--- config.mk ---
export PLATFORM = sky130hd
export DESIGN_NAME = strict_priority_deque_with_cancel_core_flat
export DESIGN_NICKNAME = d
export VERILOG_FILES = /design/src/spdq_pkg.sv /design/src/spdq_if.sv /design/src/spdq_cell.sv /design/src/strict_priority_deque_with_cancel_core.sv /design/src/flat_wrapper.sv
export SDC_FILE = /design/constraint.sdc
export NUM_CORES = 1
export LEC_CHECK = 0
export ABC_AREA = 1
export BUFFER_PORTS_ARGS = -buffer_cell sky130_fd_sc_hd__buf_4
export CAP_MARGIN = 30
export CORE_MARGIN = 8
export CORE_UTILIZATION = 29
export DETAILED_ROUTE_END_ITERATION = 7
export SLEW_MARGIN = 40
export SYNTH_ARGS = -nofsm -noshare
export SYNTH_HDL_FRONTEND = slang
export SYNTH_SLANG_ARGS = --single-unit
--- constraint.sdc ---
create_clock -name clk -period 8.9 [get_ports clk]
set_clock_uncertainty 0.15 [all_clocks]
set_input_delay 2.67 -clock clk [delete_from_list [all_inputs] [get_ports clk]]
set_output_delay 2.67 -clock clk [all_outputs]
set_load 0.01 [all_outputs]
--- src/spdq_pkg.sv ---
`timescale 1ns / 1ps
// ----------------------------------------------------------------------------
// spdq_pkg
// shared types and constants of the strict priority queue with cancel
// ----------------------------------------------------------------------------
package spdq_pkg;

    localparam int NUM_LEVELS_DEF  = 4;
    localparam int POOL_DEPTH_DEF  = 16;
    localparam int HANDLE_BITS_DEF = 8;
    localparam int LEVEL_BITS      = 2;
    localparam int TAG_BITS        = 8;
    localparam int TYPE_BITS       = 2;
    localparam int STATUS_BITS     = 2;

    typedef enum logic [TYPE_BITS-1:0] {
        REQ_PUSH_BACK  = 2'd0,
        REQ_PUSH_FRONT = 2'd1,
        REQ_POP        = 2'd2,
        REQ_CANCEL     = 2'd3
    } req_type_t;

    localparam logic [STATUS_BITS-1:0] ST_DONE  = 2'd0;
    localparam logic [STATUS_BITS-1:0] ST_EMPTY = 2'd1;
    localparam logic [STATUS_BITS-1:0] ST_FULL  = 2'd2;

    // command broadcast from the controller to every cell
    typedef struct packed {
        logic                 ins_front;  // insert at head of level
        logic                 ins_back;   // insert at tail of level
        logic                 pop_head;   // remove head of level
        logic                 cancel;     // remove all matching of level
        logic [LEVEL_BITS-1:0] level;
        logic [TAG_BITS-1:0]   tag;
    } cell_cmd_t;

endpackage

--- src/spdq_if.sv ---
`timescale 1ns / 1ps
// ----------------------------------------------------------------------------
// spdq_req_if / spdq_rsp_if
// valid/ready channels for requests and responses
// ----------------------------------------------------------------------------
interface spdq_req_if #(parameter int HANDLE_BITS = 8);
    logic                   valid;
    logic                   ready;
    logic [1:0]             req_type;
    logic [1:0]             level;
    logic [HANDLE_BITS-1:0] handle;
    logic [7:0]             tag_key;
    modport source (output valid, req_type, level, handle, tag_key, input ready);
    modport sink   (input valid, req_type, level, handle, tag_key, output ready);
endinterface

interface spdq_rsp_if #(parameter int HANDLE_BITS = 8);
    logic                   valid;
    logic                   ready;
    logic [1:0]             status;
    logic                   got_entry;
    logic [HANDLE_BITS-1:0] out_handle;
    logic [1:0]             out_level;
    logic [4:0]             removed;
    logic [4:0]             occupancy;
    modport source (output valid, status, got_entry, out_handle, out_level, removed,
                    occupancy, input ready);
    modport sink   (input valid, status, got_entry, out_handle, out_level, removed,
                    occupancy, output ready);
endinterface

--- src/spdq_cell.sv ---
`timescale 1ns / 1ps
// ----------------------------------------------------------------------------
// spdq_cell
// one position of the ordered chain; entries sorted by level, then queue order
// ----------------------------------------------------------------------------
module spdq_cell #(
    parameter int HANDLE_BITS = 8
) (
    input  logic                     clk,
    input  logic                     rst_n,
    input  spdq_pkg::cell_cmd_t      cmd,
    input  logic                     step,       // a shift/remove pass happens
    // left neighbor (toward head)
    input  logic                     l_valid,
    input  logic [1:0]               l_level,
    input  logic [HANDLE_BITS-1:0]   l_handle,
    input  logic [7:0]               l_tag,
    // right neighbor (toward tail)
    input  logic                     r_valid,
    input  logic [1:0]               r_level,
    input  logic [HANDLE_BITS-1:0]   r_handle,
    input  logic [7:0]               r_tag,
    input  logic                     r_kill,     // removal here or to our left shifts us
    input  logic                     new_first,  // this cell is first after insert
    input  logic [HANDLE_BITS-1:0]   new_handle,
    output logic                     valid,
    output logic [1:0]               level,
    output logic [HANDLE_BITS-1:0]   handle,
    output logic [7:0]               tag,
    output logic                     stay,       // stays in place on insert
    output logic                     kill        // matches the cancel in this pass
);
    import spdq_pkg::*;

    logic                   valid_reg, valid_next;
    logic [1:0]             level_reg, level_next;
    logic [HANDLE_BITS-1:0] handle_reg, handle_next;
    logic [7:0]             tag_reg, tag_next;

    assign valid  = valid_reg;
    assign level  = level_reg;
    assign handle = handle_reg;
    assign tag    = tag_reg;

    // insert point: front goes ahead of the first entry of level >= lv,
    // back ahead of the first entry of level > lv
    assign stay = valid_reg &&
        ((cmd.ins_front && level_reg < cmd.level) ||
         (cmd.ins_back  && level_reg <= cmd.level));
    // every match flags; the controller shifts out only the first one per pass
    assign kill = valid_reg && cmd.cancel && level_reg == cmd.level &&
                  tag_reg == cmd.tag;

    always_comb
    begin
        valid_next  = valid_reg;
        level_next  = level_reg;
        handle_next = handle_reg;
        tag_next    = tag_reg;
        if (step)
        begin
            if (cmd.ins_front || cmd.ins_back)
            begin
                if (!stay)
                begin
                    if (new_first)
                    begin
                        valid_next  = 1'b1;
                        level_next  = cmd.level;
                        handle_next = new_handle;
                        tag_next    = cmd.tag;
                    end
                    else
                    begin
                        valid_next  = l_valid;
                        level_next  = l_level;
                        handle_next = l_handle;
                        tag_next    = l_tag;
                    end
                end
            end
            else if (r_kill)
            begin
                valid_next  = r_valid;
                level_next  = r_level;
                handle_next = r_handle;
                tag_next    = r_tag;
            end
        end
    end

    always_ff @(posedge clk or negedge rst_n)
    begin
        if (!rst_n)
            valid_reg <= 1'b0;
        else
            valid_reg <= valid_next;
    end

    always_ff @(posedge clk)
    begin
        level_reg  <= level_next;
        handle_reg <= handle_next;
        tag_reg    <= tag_next;
    end
endmodule

--- src/strict_priority_deque_with_cancel_core.sv ---
`timescale 1ns / 1ps
// ----------------------------------------------------------------------------
// strict_priority_deque_with_cancel_core
// strict priority deque with cancel by tag, built as a sorted cell chain
// ----------------------------------------------------------------------------
// usage
//   req channel carries one operation: push back, push front, pop or cancel
//   rsp channel returns one result per request in request order
//   entries live in a chain of POOL_DEPTH cells kept sorted by level, then
//   by queue order, so the head of the chain is always the next pop
//   push and pop go from the accepting edge through the work state straight to response valid
//   cancel removes one matching entry per cycle in a shift pass and stays
//   in the work state until no entry matches, then raises response valid
//   the request side is held off while an operation is in flight; a new
//   request is taken the cycle after the response transaction, so the
//   core takes no new request before the last one has been answered
//   reset empties every level and clears the response register
//   when the receiver stalls the response stays in the output register and
//   the next request is not taken until it leaves
// ----------------------------------------------------------------------------
module strict_priority_deque_with_cancel_core #(
    parameter int HANDLE_BITS = spdq_pkg::HANDLE_BITS_DEF
) (
    input  logic       clk,
    input  logic       rst_n,
    spdq_req_if.sink   req,
    spdq_rsp_if.source rsp
);
    import spdq_pkg::*;

    localparam int NUM_LEVELS = NUM_LEVELS_DEF;
    localparam int POOL_DEPTH = POOL_DEPTH_DEF;
    localparam int CNT_BITS   = $clog2(POOL_DEPTH + 1);

    typedef enum logic [1:0] {S_IDLE, S_WORK, S_RESP} state_t;

    state_t                 state_reg;
    cell_cmd_t              cmd_reg, cmd_next;
    logic [HANDLE_BITS-1:0] hnd_reg;
    logic [CNT_BITS-1:0]    count_reg, count_next;
    logic [4:0]             removed_reg;
    logic                   is_pop_reg, is_pop_next;

    // response fields decided when a request is accepted
    logic [STATUS_BITS-1:0] acc_status;
    logic                   acc_got;
    logic [HANDLE_BITS-1:0] acc_handle;
    logic [1:0]             acc_level;

    logic [POOL_DEPTH-1:0]  c_valid, c_stay, c_kill, c_first, c_rkill;
    logic [1:0]             c_level  [POOL_DEPTH];
    logic [HANDLE_BITS-1:0] c_handle [POOL_DEPTH];
    logic [7:0]             c_tag    [POOL_DEPTH];
    logic                   step;
    logic                   any_kill;

    // first kill and every cell to the right of it shift left by one
    always_comb
    begin
        c_rkill[0] = c_kill[0];
        for (int i = 1; i < POOL_DEPTH; i++)
            c_rkill[i] = c_kill[i] || c_rkill[i-1];
    end
    assign any_kill = |c_kill;

    always_comb
    begin
        c_first[0] = !c_stay[0];
        for (int i = 1; i < POOL_DEPTH; i++)
            c_first[i] = !c_stay[i] && c_stay[i-1];
    end

    // cell i takes right neighbor when it is at or past the first kill
    genvar g;
    for (g = 0; g < POOL_DEPTH; g++)
    begin : g_cell
        localparam int L = (g == 0) ? 0 : g - 1;
        localparam int R = (g == POOL_DEPTH - 1) ? g : g + 1;
        spdq_cell #(.HANDLE_BITS(HANDLE_BITS)) u_cell (
            .clk(clk), .rst_n(rst_n), .cmd(cmd_reg), .step(step),
            .l_valid(g == 0 ? 1'b0 : c_valid[L]), .l_level(c_level[L]),
            .l_handle(c_handle[L]), .l_tag(c_tag[L]),
            .r_valid(g == POOL_DEPTH - 1 ? 1'b0 : c_valid[R]), .r_level(c_level[R]),
            .r_handle(c_handle[R]), .r_tag(c_tag[R]),
            .r_kill(c_rkill[g]), .new_first(c_first[g]), .new_handle(hnd_reg),
            .valid(c_valid[g]), .level(c_level[g]), .handle(c_handle[g]),
            .tag(c_tag[g]), .stay(c_stay[g]), .kill(c_kill[g])
        );
    end

    // pop reuses the removal path with the head's own level and tag
    assign step = (state_reg == S_WORK) &&
                  (cmd_reg.ins_front || cmd_reg.ins_back || any_kill);

    assign req.ready = (state_reg == S_IDLE);

    // decode of the request on the channel
    always_comb
    begin
        cmd_next       = '0;
        cmd_next.level = req.level;
        cmd_next.tag   = req.tag_key;
        count_next     = count_reg;
        is_pop_next    = 1'b0;
        acc_status     = ST_DONE;
        acc_got        = 1'b0;
        acc_handle     = '0;
        acc_level      = '0;
        case (req_type_t'(req.req_type))
            REQ_PUSH_BACK, REQ_PUSH_FRONT:
            begin
                if (32'(req.level) < NUM_LEVELS)
                begin
                    if (32'(count_reg) == POOL_DEPTH)
                        acc_status = ST_FULL;
                    else
                    begin
                        cmd_next.ins_back  = (req.req_type == REQ_PUSH_BACK);
                        cmd_next.ins_front = (req.req_type == REQ_PUSH_FRONT);
                        count_next = count_reg + 1'b1;
                    end
                end
            end
            REQ_POP:
            begin
                is_pop_next = 1'b1;
                if (c_valid[0])
                begin
                    // match head exactly by its own level and tag
                    cmd_next.cancel   = 1'b1;
                    cmd_next.pop_head = 1'b1;
                    cmd_next.level    = c_level[0];
                    cmd_next.tag      = c_tag[0];
                    acc_got    = 1'b1;
                    acc_handle = c_handle[0];
                    acc_level  = c_level[0];
                    count_next = count_reg - 1'b1;
                end
                else
                    acc_status = ST_EMPTY;
            end
            default:
            begin
                if (32'(req.level) < NUM_LEVELS)
                    cmd_next.cancel = 1'b1;
            end
        endcase
    end

    always_ff @(posedge clk or negedge rst_n)
    begin
        if (!rst_n)
        begin
            state_reg   <= S_IDLE;
            cmd_reg     <= '0;
            count_reg   <= '0;
            removed_reg <= '0;
            is_pop_reg  <= 1'b0;
            hnd_reg     <= '0;
            rsp.valid   <= 1'b0;
            rsp.status  <= ST_DONE;
            rsp.got_entry  <= 1'b0;
            rsp.out_handle <= '0;
            rsp.out_level  <= '0;
            rsp.removed    <= '0;
            rsp.occupancy  <= '0;
        end
        else
        begin
            case (state_reg)
                S_IDLE:
                begin
                    if (req.valid)
                    begin
                        cmd_reg        <= cmd_next;
                        removed_reg    <= '0;
                        is_pop_reg     <= is_pop_next;
                        hnd_reg        <= req.handle;
                        count_reg      <= count_next;
                        rsp.status     <= acc_status;
                        rsp.got_entry  <= acc_got;
                        rsp.out_handle <= acc_handle;
                        rsp.out_level  <= acc_level;
                        state_reg      <= S_WORK;
                    end
                end
                S_WORK:
                begin
                    if (cmd_reg.pop_head || !(cmd_reg.cancel && any_kill))
                    begin
                        state_reg <= S_RESP;
                        rsp.valid <= 1'b1;
                        rsp.removed   <= (cmd_reg.cancel && !is_pop_reg) ?
                                         removed_reg : 5'd0;
                        rsp.occupancy <= 5'(count_reg);
                    end
                    else
                    begin
                        removed_reg <= removed_reg + 1'b1;
                        count_reg   <= count_reg - 1'b1;
                    end
                end
                default:
                begin
                    if (rsp.ready)
                    begin
                        rsp.valid <= 1'b0;
                        state_reg <= S_IDLE;
                    end
                end
            endcase
        end
    end

    // occupancy never passes the pool size
    assert property (@(posedge clk) disable iff (!rst_n)
        32'(count_reg) <= POOL_DEPTH)
        else $error("occupancy overflow");

    // no request is taken while a response is pending
    assert property (@(posedge clk) disable iff (!rst_n)
        rsp.valid |-> !req.ready)
        else $error("request taken with response pending");

    // a popped entry always reports done
    assert property (@(posedge clk) disable iff (!rst_n)
        (rsp.valid && rsp.got_entry) |-> rsp.status == ST_DONE)
        else $error("pop status mismatch");
endmodule

--- src/flat_wrapper.sv ---
// flat-port wrapper written by rule: the top's interface ports become plain ports
module strict_priority_deque_with_cancel_core_flat import spdq_pkg::*;
#(
    parameter int HANDLE_BITS = spdq_pkg::HANDLE_BITS_DEF
)
  (clk, rst_n, req_valid, req_req_type, req_level, req_handle, req_tag_key, req_ready, rsp_valid, rsp_status, rsp_got_entry, rsp_out_handle, rsp_out_level, rsp_removed, rsp_occupancy, rsp_ready);
  spdq_req_if #(.HANDLE_BITS(HANDLE_BITS)) req_i ();
  spdq_rsp_if #(.HANDLE_BITS(HANDLE_BITS)) rsp_i ();
  input  logic clk;
  input  logic rst_n;
  input wire logic [$bits(req_i.valid)-1:0] req_valid;
  input wire logic [$bits(req_i.req_type)-1:0] req_req_type;
  input wire logic [$bits(req_i.level)-1:0] req_level;
  input wire logic [$bits(req_i.handle)-1:0] req_handle;
  input wire logic [$bits(req_i.tag_key)-1:0] req_tag_key;
  output wire logic [$bits(req_i.ready)-1:0] req_ready;
  output wire logic [$bits(rsp_i.valid)-1:0] rsp_valid;
  output wire logic [$bits(rsp_i.status)-1:0] rsp_status;
  output wire logic [$bits(rsp_i.got_entry)-1:0] rsp_got_entry;
  output wire logic [$bits(rsp_i.out_handle)-1:0] rsp_out_handle;
  output wire logic [$bits(rsp_i.out_level)-1:0] rsp_out_level;
  output wire logic [$bits(rsp_i.removed)-1:0] rsp_removed;
  output wire logic [$bits(rsp_i.occupancy)-1:0] rsp_occupancy;
  input wire logic [$bits(rsp_i.ready)-1:0] rsp_ready;
  assign req_i.valid = req_valid;
  assign req_i.req_type = req_req_type;
  assign req_i.level = req_level;
  assign req_i.handle = req_handle;
  assign req_i.tag_key = req_tag_key;
  assign req_ready = req_i.ready;
  assign rsp_valid = rsp_i.valid;
  assign rsp_status = rsp_i.status;
  assign rsp_got_entry = rsp_i.got_entry;
  assign rsp_out_handle = rsp_i.out_handle;
  assign rsp_out_level = rsp_i.out_level;
  assign rsp_removed = rsp_i.removed;
  assign rsp_occupancy = rsp_i.occupancy;
  assign rsp_i.ready = rsp_ready;
  strict_priority_deque_with_cancel_core #(.HANDLE_BITS(HANDLE_BITS)) u_core (.clk(clk), .rst_n(rst_n), .req(req_i), .rsp(rsp_i));
endmodule
==> impl_metrics.tcl <==
set metrics [dict create \
    vias 17394 \
    synth.avg_cell_area_um2 8.28 \
    period_share 0.490 \
    antenna_found_initial 0 \
    via_per_inst 4.97 \
    vdd_drop_max_mv 0.329 \
    synth_seq_cells 362 \
    critPathMaxFanout 41 \
    clock_latency_ns 0.58 \
    finalNonFillerCells 3503 \
    maxCapViolations 0 \
    die_h_um 286 \
    leakage_nw 9.08 \
    ys_warn_count 0 \
    grt_max_degree 235 \
    route.met2.wl_mm 27.1 \
    drive_gt1_frac 0.0810 \
    cp_num_buf_inv 3 \
    cts_hold_repair.buffers 0 \
    gp_congestion 0.845 \
    clk_pin_slew_ns 0.06 \
    power_frac_seq 0.339 \
    cp_top_family "simple AND/OR/NAND/NOR gates" \
    postRouteAntennaNets 0 \
    min_from "u_core.rsp.occupancy[0]" \
    switching_share 0.430 \
    crit_type "input port to flip-flop" \
    clockBufferDepth 3 \
    die_w_um 286 \
    core_area_um2 72600 \
    endpoint_kind "flip-flop" \
    diodes 0 \
    wl_met1_mm 29.4 \
    p_per_area_nw_per_um2 329 \
    cpMaxStageDelayCell "inv_2" \
    initial_core_util 0.291 \
    die_area_um2 81900 \
    io_buffers 48 \
    holdPathEnd "u_core.rsp.occupancy[0]" \
    slew_viol_final 0 \
    status "finished clean" \
    tns_ns 0 \
    worstMarginPinSlew_ns 0.836 \
    worst-path-stages 7 \
    drtIter0Drc 1901 \
    switchingPower_mw 3.34 \
    syn_area_um2 21200 \
    synth-async-reset-ratio 0.204 \
    p_total_mw 7.77 \
    syn_inst 2554 \
    cts_resized 0 \
    cts_buffers 40 \
    grt_pass1_vias 15870 \
    wl_per_cell_um 18.0 \
    grtUsageTotal 0.150 \
    hold_class "flip-flop to flip-flop" \
    syn-num-nets 2613 \
    io-pin-count 49 \
    fmax_ghz 0.229 \
    power.internal_mw 4.43 \
    crit_chain "buf_4 > nand2_2 > inv_2 > nand2_1 > nor2_1 > inv_1 > o21ai_0" \
    wl_mm 63.1 \
    seq_area_frac_synth 0.496 \
    hold_violations 0 \
    place_inst 3427 \
    start_kind "input port" \
    htree_levels 2 \
    cp.required_ns 9.25 \
    cts_tree "yes" \
    min_path_cells 2 \
    rrSetupSlack_ns 4.65 \
    r2r_end "u_core.g_cell[3].u_cell.handle[3]" \
    synth_edf_count 288 \
    r2r_cells 17 \
    rsz0062_at_grt "false" \
    hpwl_mm 42.4 \
    reg2reg_from "u_core.cmd_reg[9]" \
    grt_pass1_wl_mm 97.5 \
    slowest_delay_ns 0.62 \
    grt-ovfl-total 0 \
    rows 99 \
    combPwrFrac 0.434 \
    root_buffer "clkbuf_16" \
    max_slew_margin 0.442 \
    layout_min_cycle_time_ns 4.36 \
    firstDrtPassIters 6 \
    post_cts_buffers 0 \
    finalSetupViolCount 0 \
    finalNetCount 2571 \
    numClockSinks 362 \
    synth_top_flop_cell "edfxtp_1" \
    drc 0 \
    area_growth_pct 11.5 \
    maxUsedRoutingLayer "met4" \
    synth.distinct_cells 42 \
    crit_arrival_ns 4.71 \
    clockPowerShare 0.227 \
    routed-wl-met3_mm 4.83 \
]
==> kinds of logic (layout without fill, tap and decap cells) <==
logic type               after synthesis  count (layout)  synth area share
AO/OA/AOI/OAI                        672             672             0.171
AND/OR/NAND/NOR                     1031            1031             0.199
XOR/XNOR                              89              89            0.0368
flip-flops                           362             362             0.496
adder cells (fa/ha/maj)               35              35            0.0207
buffers and inverters                365             355            0.0764
==> per-layer routing <==
metal  up-vias  global-route usage
li1       8519                   -
met3        92              0.0175
met2       705               0.227
met1      8078               0.223
met4         0              0.0465
met5         -                   0
==> power by group through the flow <==
stage / combinational [mW] / sequential (mW) / clock [mW]
after floorplan: 2.46 / 2.59 / 0
after global placement: 3.27 / 2.66 / 0
after detailed placement: 3.32 / 2.66 / 0
after CTS: 3.33 / 2.63 / 1.79
after global routing: 3.78 / 2.67 / 1.85
final: 3.37 / 2.63 / 1.77
==> placed cells by master, fill, tap and decap left out, drive strengths merged <==
cell type	synthesis	final
xnor2	84	84
o211ai	45	45
inv	198	200
nor3	5	5
o21ai	453	453
clkbuf	99	54
nand3b	4	4
edfxtp	288	288
buf	68	83
a21o	1	1
a31oi	32	32
o22ai	14	14
o211a	1	1
o221ai	1	1
a22oi	1	1
o41ai	1	1
ha	35	35
xor2	5	5
clkinv	0	12
o21bai	18	18
a21oi	105	105
dfrtp	74	74
nand3	90	90
or2	1	1
bufinv	0	6
nor2	160	160
nand4	14	14
nand2	757	757
==> final cells by class <==
cell class / instances / area [um^2]
Fill cell: 7605 / 49000
Sequential cell: 362 / 10500
Multi-Input combinational cell: 1827 / 9090
Tap cell: 959 / 1200
Clock buffer: 54 / 1080
Inverter: 198 / 748
Timing Repair Buffer: 83 / 692
Clock inverter: 20 / 274
==> stage by stage <==
stage	worst slack [ns]	utilization	hold slack (ns)	cell area, um^2
floorplan	4.89	-	0.294	21200
global placement	3.25	0.305	0.314	22100
detailed placement	3.97	0.305	0.322	22200
CTS	4.57	0.324	0.338	23500
global route	4.31	0.325	0.367	23600
finish	4.54	0.325	0.337	23600
==> cell usage after synthesis, drive strengths merged (14+ instances only) <==
cell type  count  area (um^2)
a21oi        105          541
a31oi         32          200
buf           68          498
clkbuf        99          375
dfrtp         74         1850
edfxtp       288         8650
ha            35          438
inv          198          743
nand2        757         2880
nand3         90          500
nand4         14         87.6
nor2         160          677
o211ai        45          338
o21ai        453         2270
o21bai        18          135
o22ai         14         87.6
xnor2         84          736
==> worst reg2reg max path, cell delays in order, from the launching register on <==
cell	delay, ns
dfrtp_1	0.66
inv_1	0.15
buf_4	0.30
ha_1	0.38
nand3_1	0.08
nor2_1	0.13
nand3_1	0.09
nor2_1	0.16
nand2_2	0.09
nand2_1	0.10
nor2_1	0.05
nand2_1	0.10
nor2_4	0.07
nand2_2	0.07
nand2_4	0.23
inv_2	0.36
nand2_1	0.12
inv_1	0.58
==> worst max path at each step <==
stage	end	slack, ns	start
2_1_floorplan	u_core.cmd_reg[9]	4.89	req_req_type[1]
3_3_place_gp	u_core.cmd_reg[9]	3.25	req_valid
3_5_place_dp	u_core.cmd_reg[9]	3.97	req_valid
4_1_cts	u_core.rsp.out_level[1]	4.57	req_valid
5_1_grt	u_core.rsp.out_level[1]	4.31	req_valid
6_report	u_core.rsp.out_level[1]	4.54	req_valid
(Power assumes the default switching activity.)
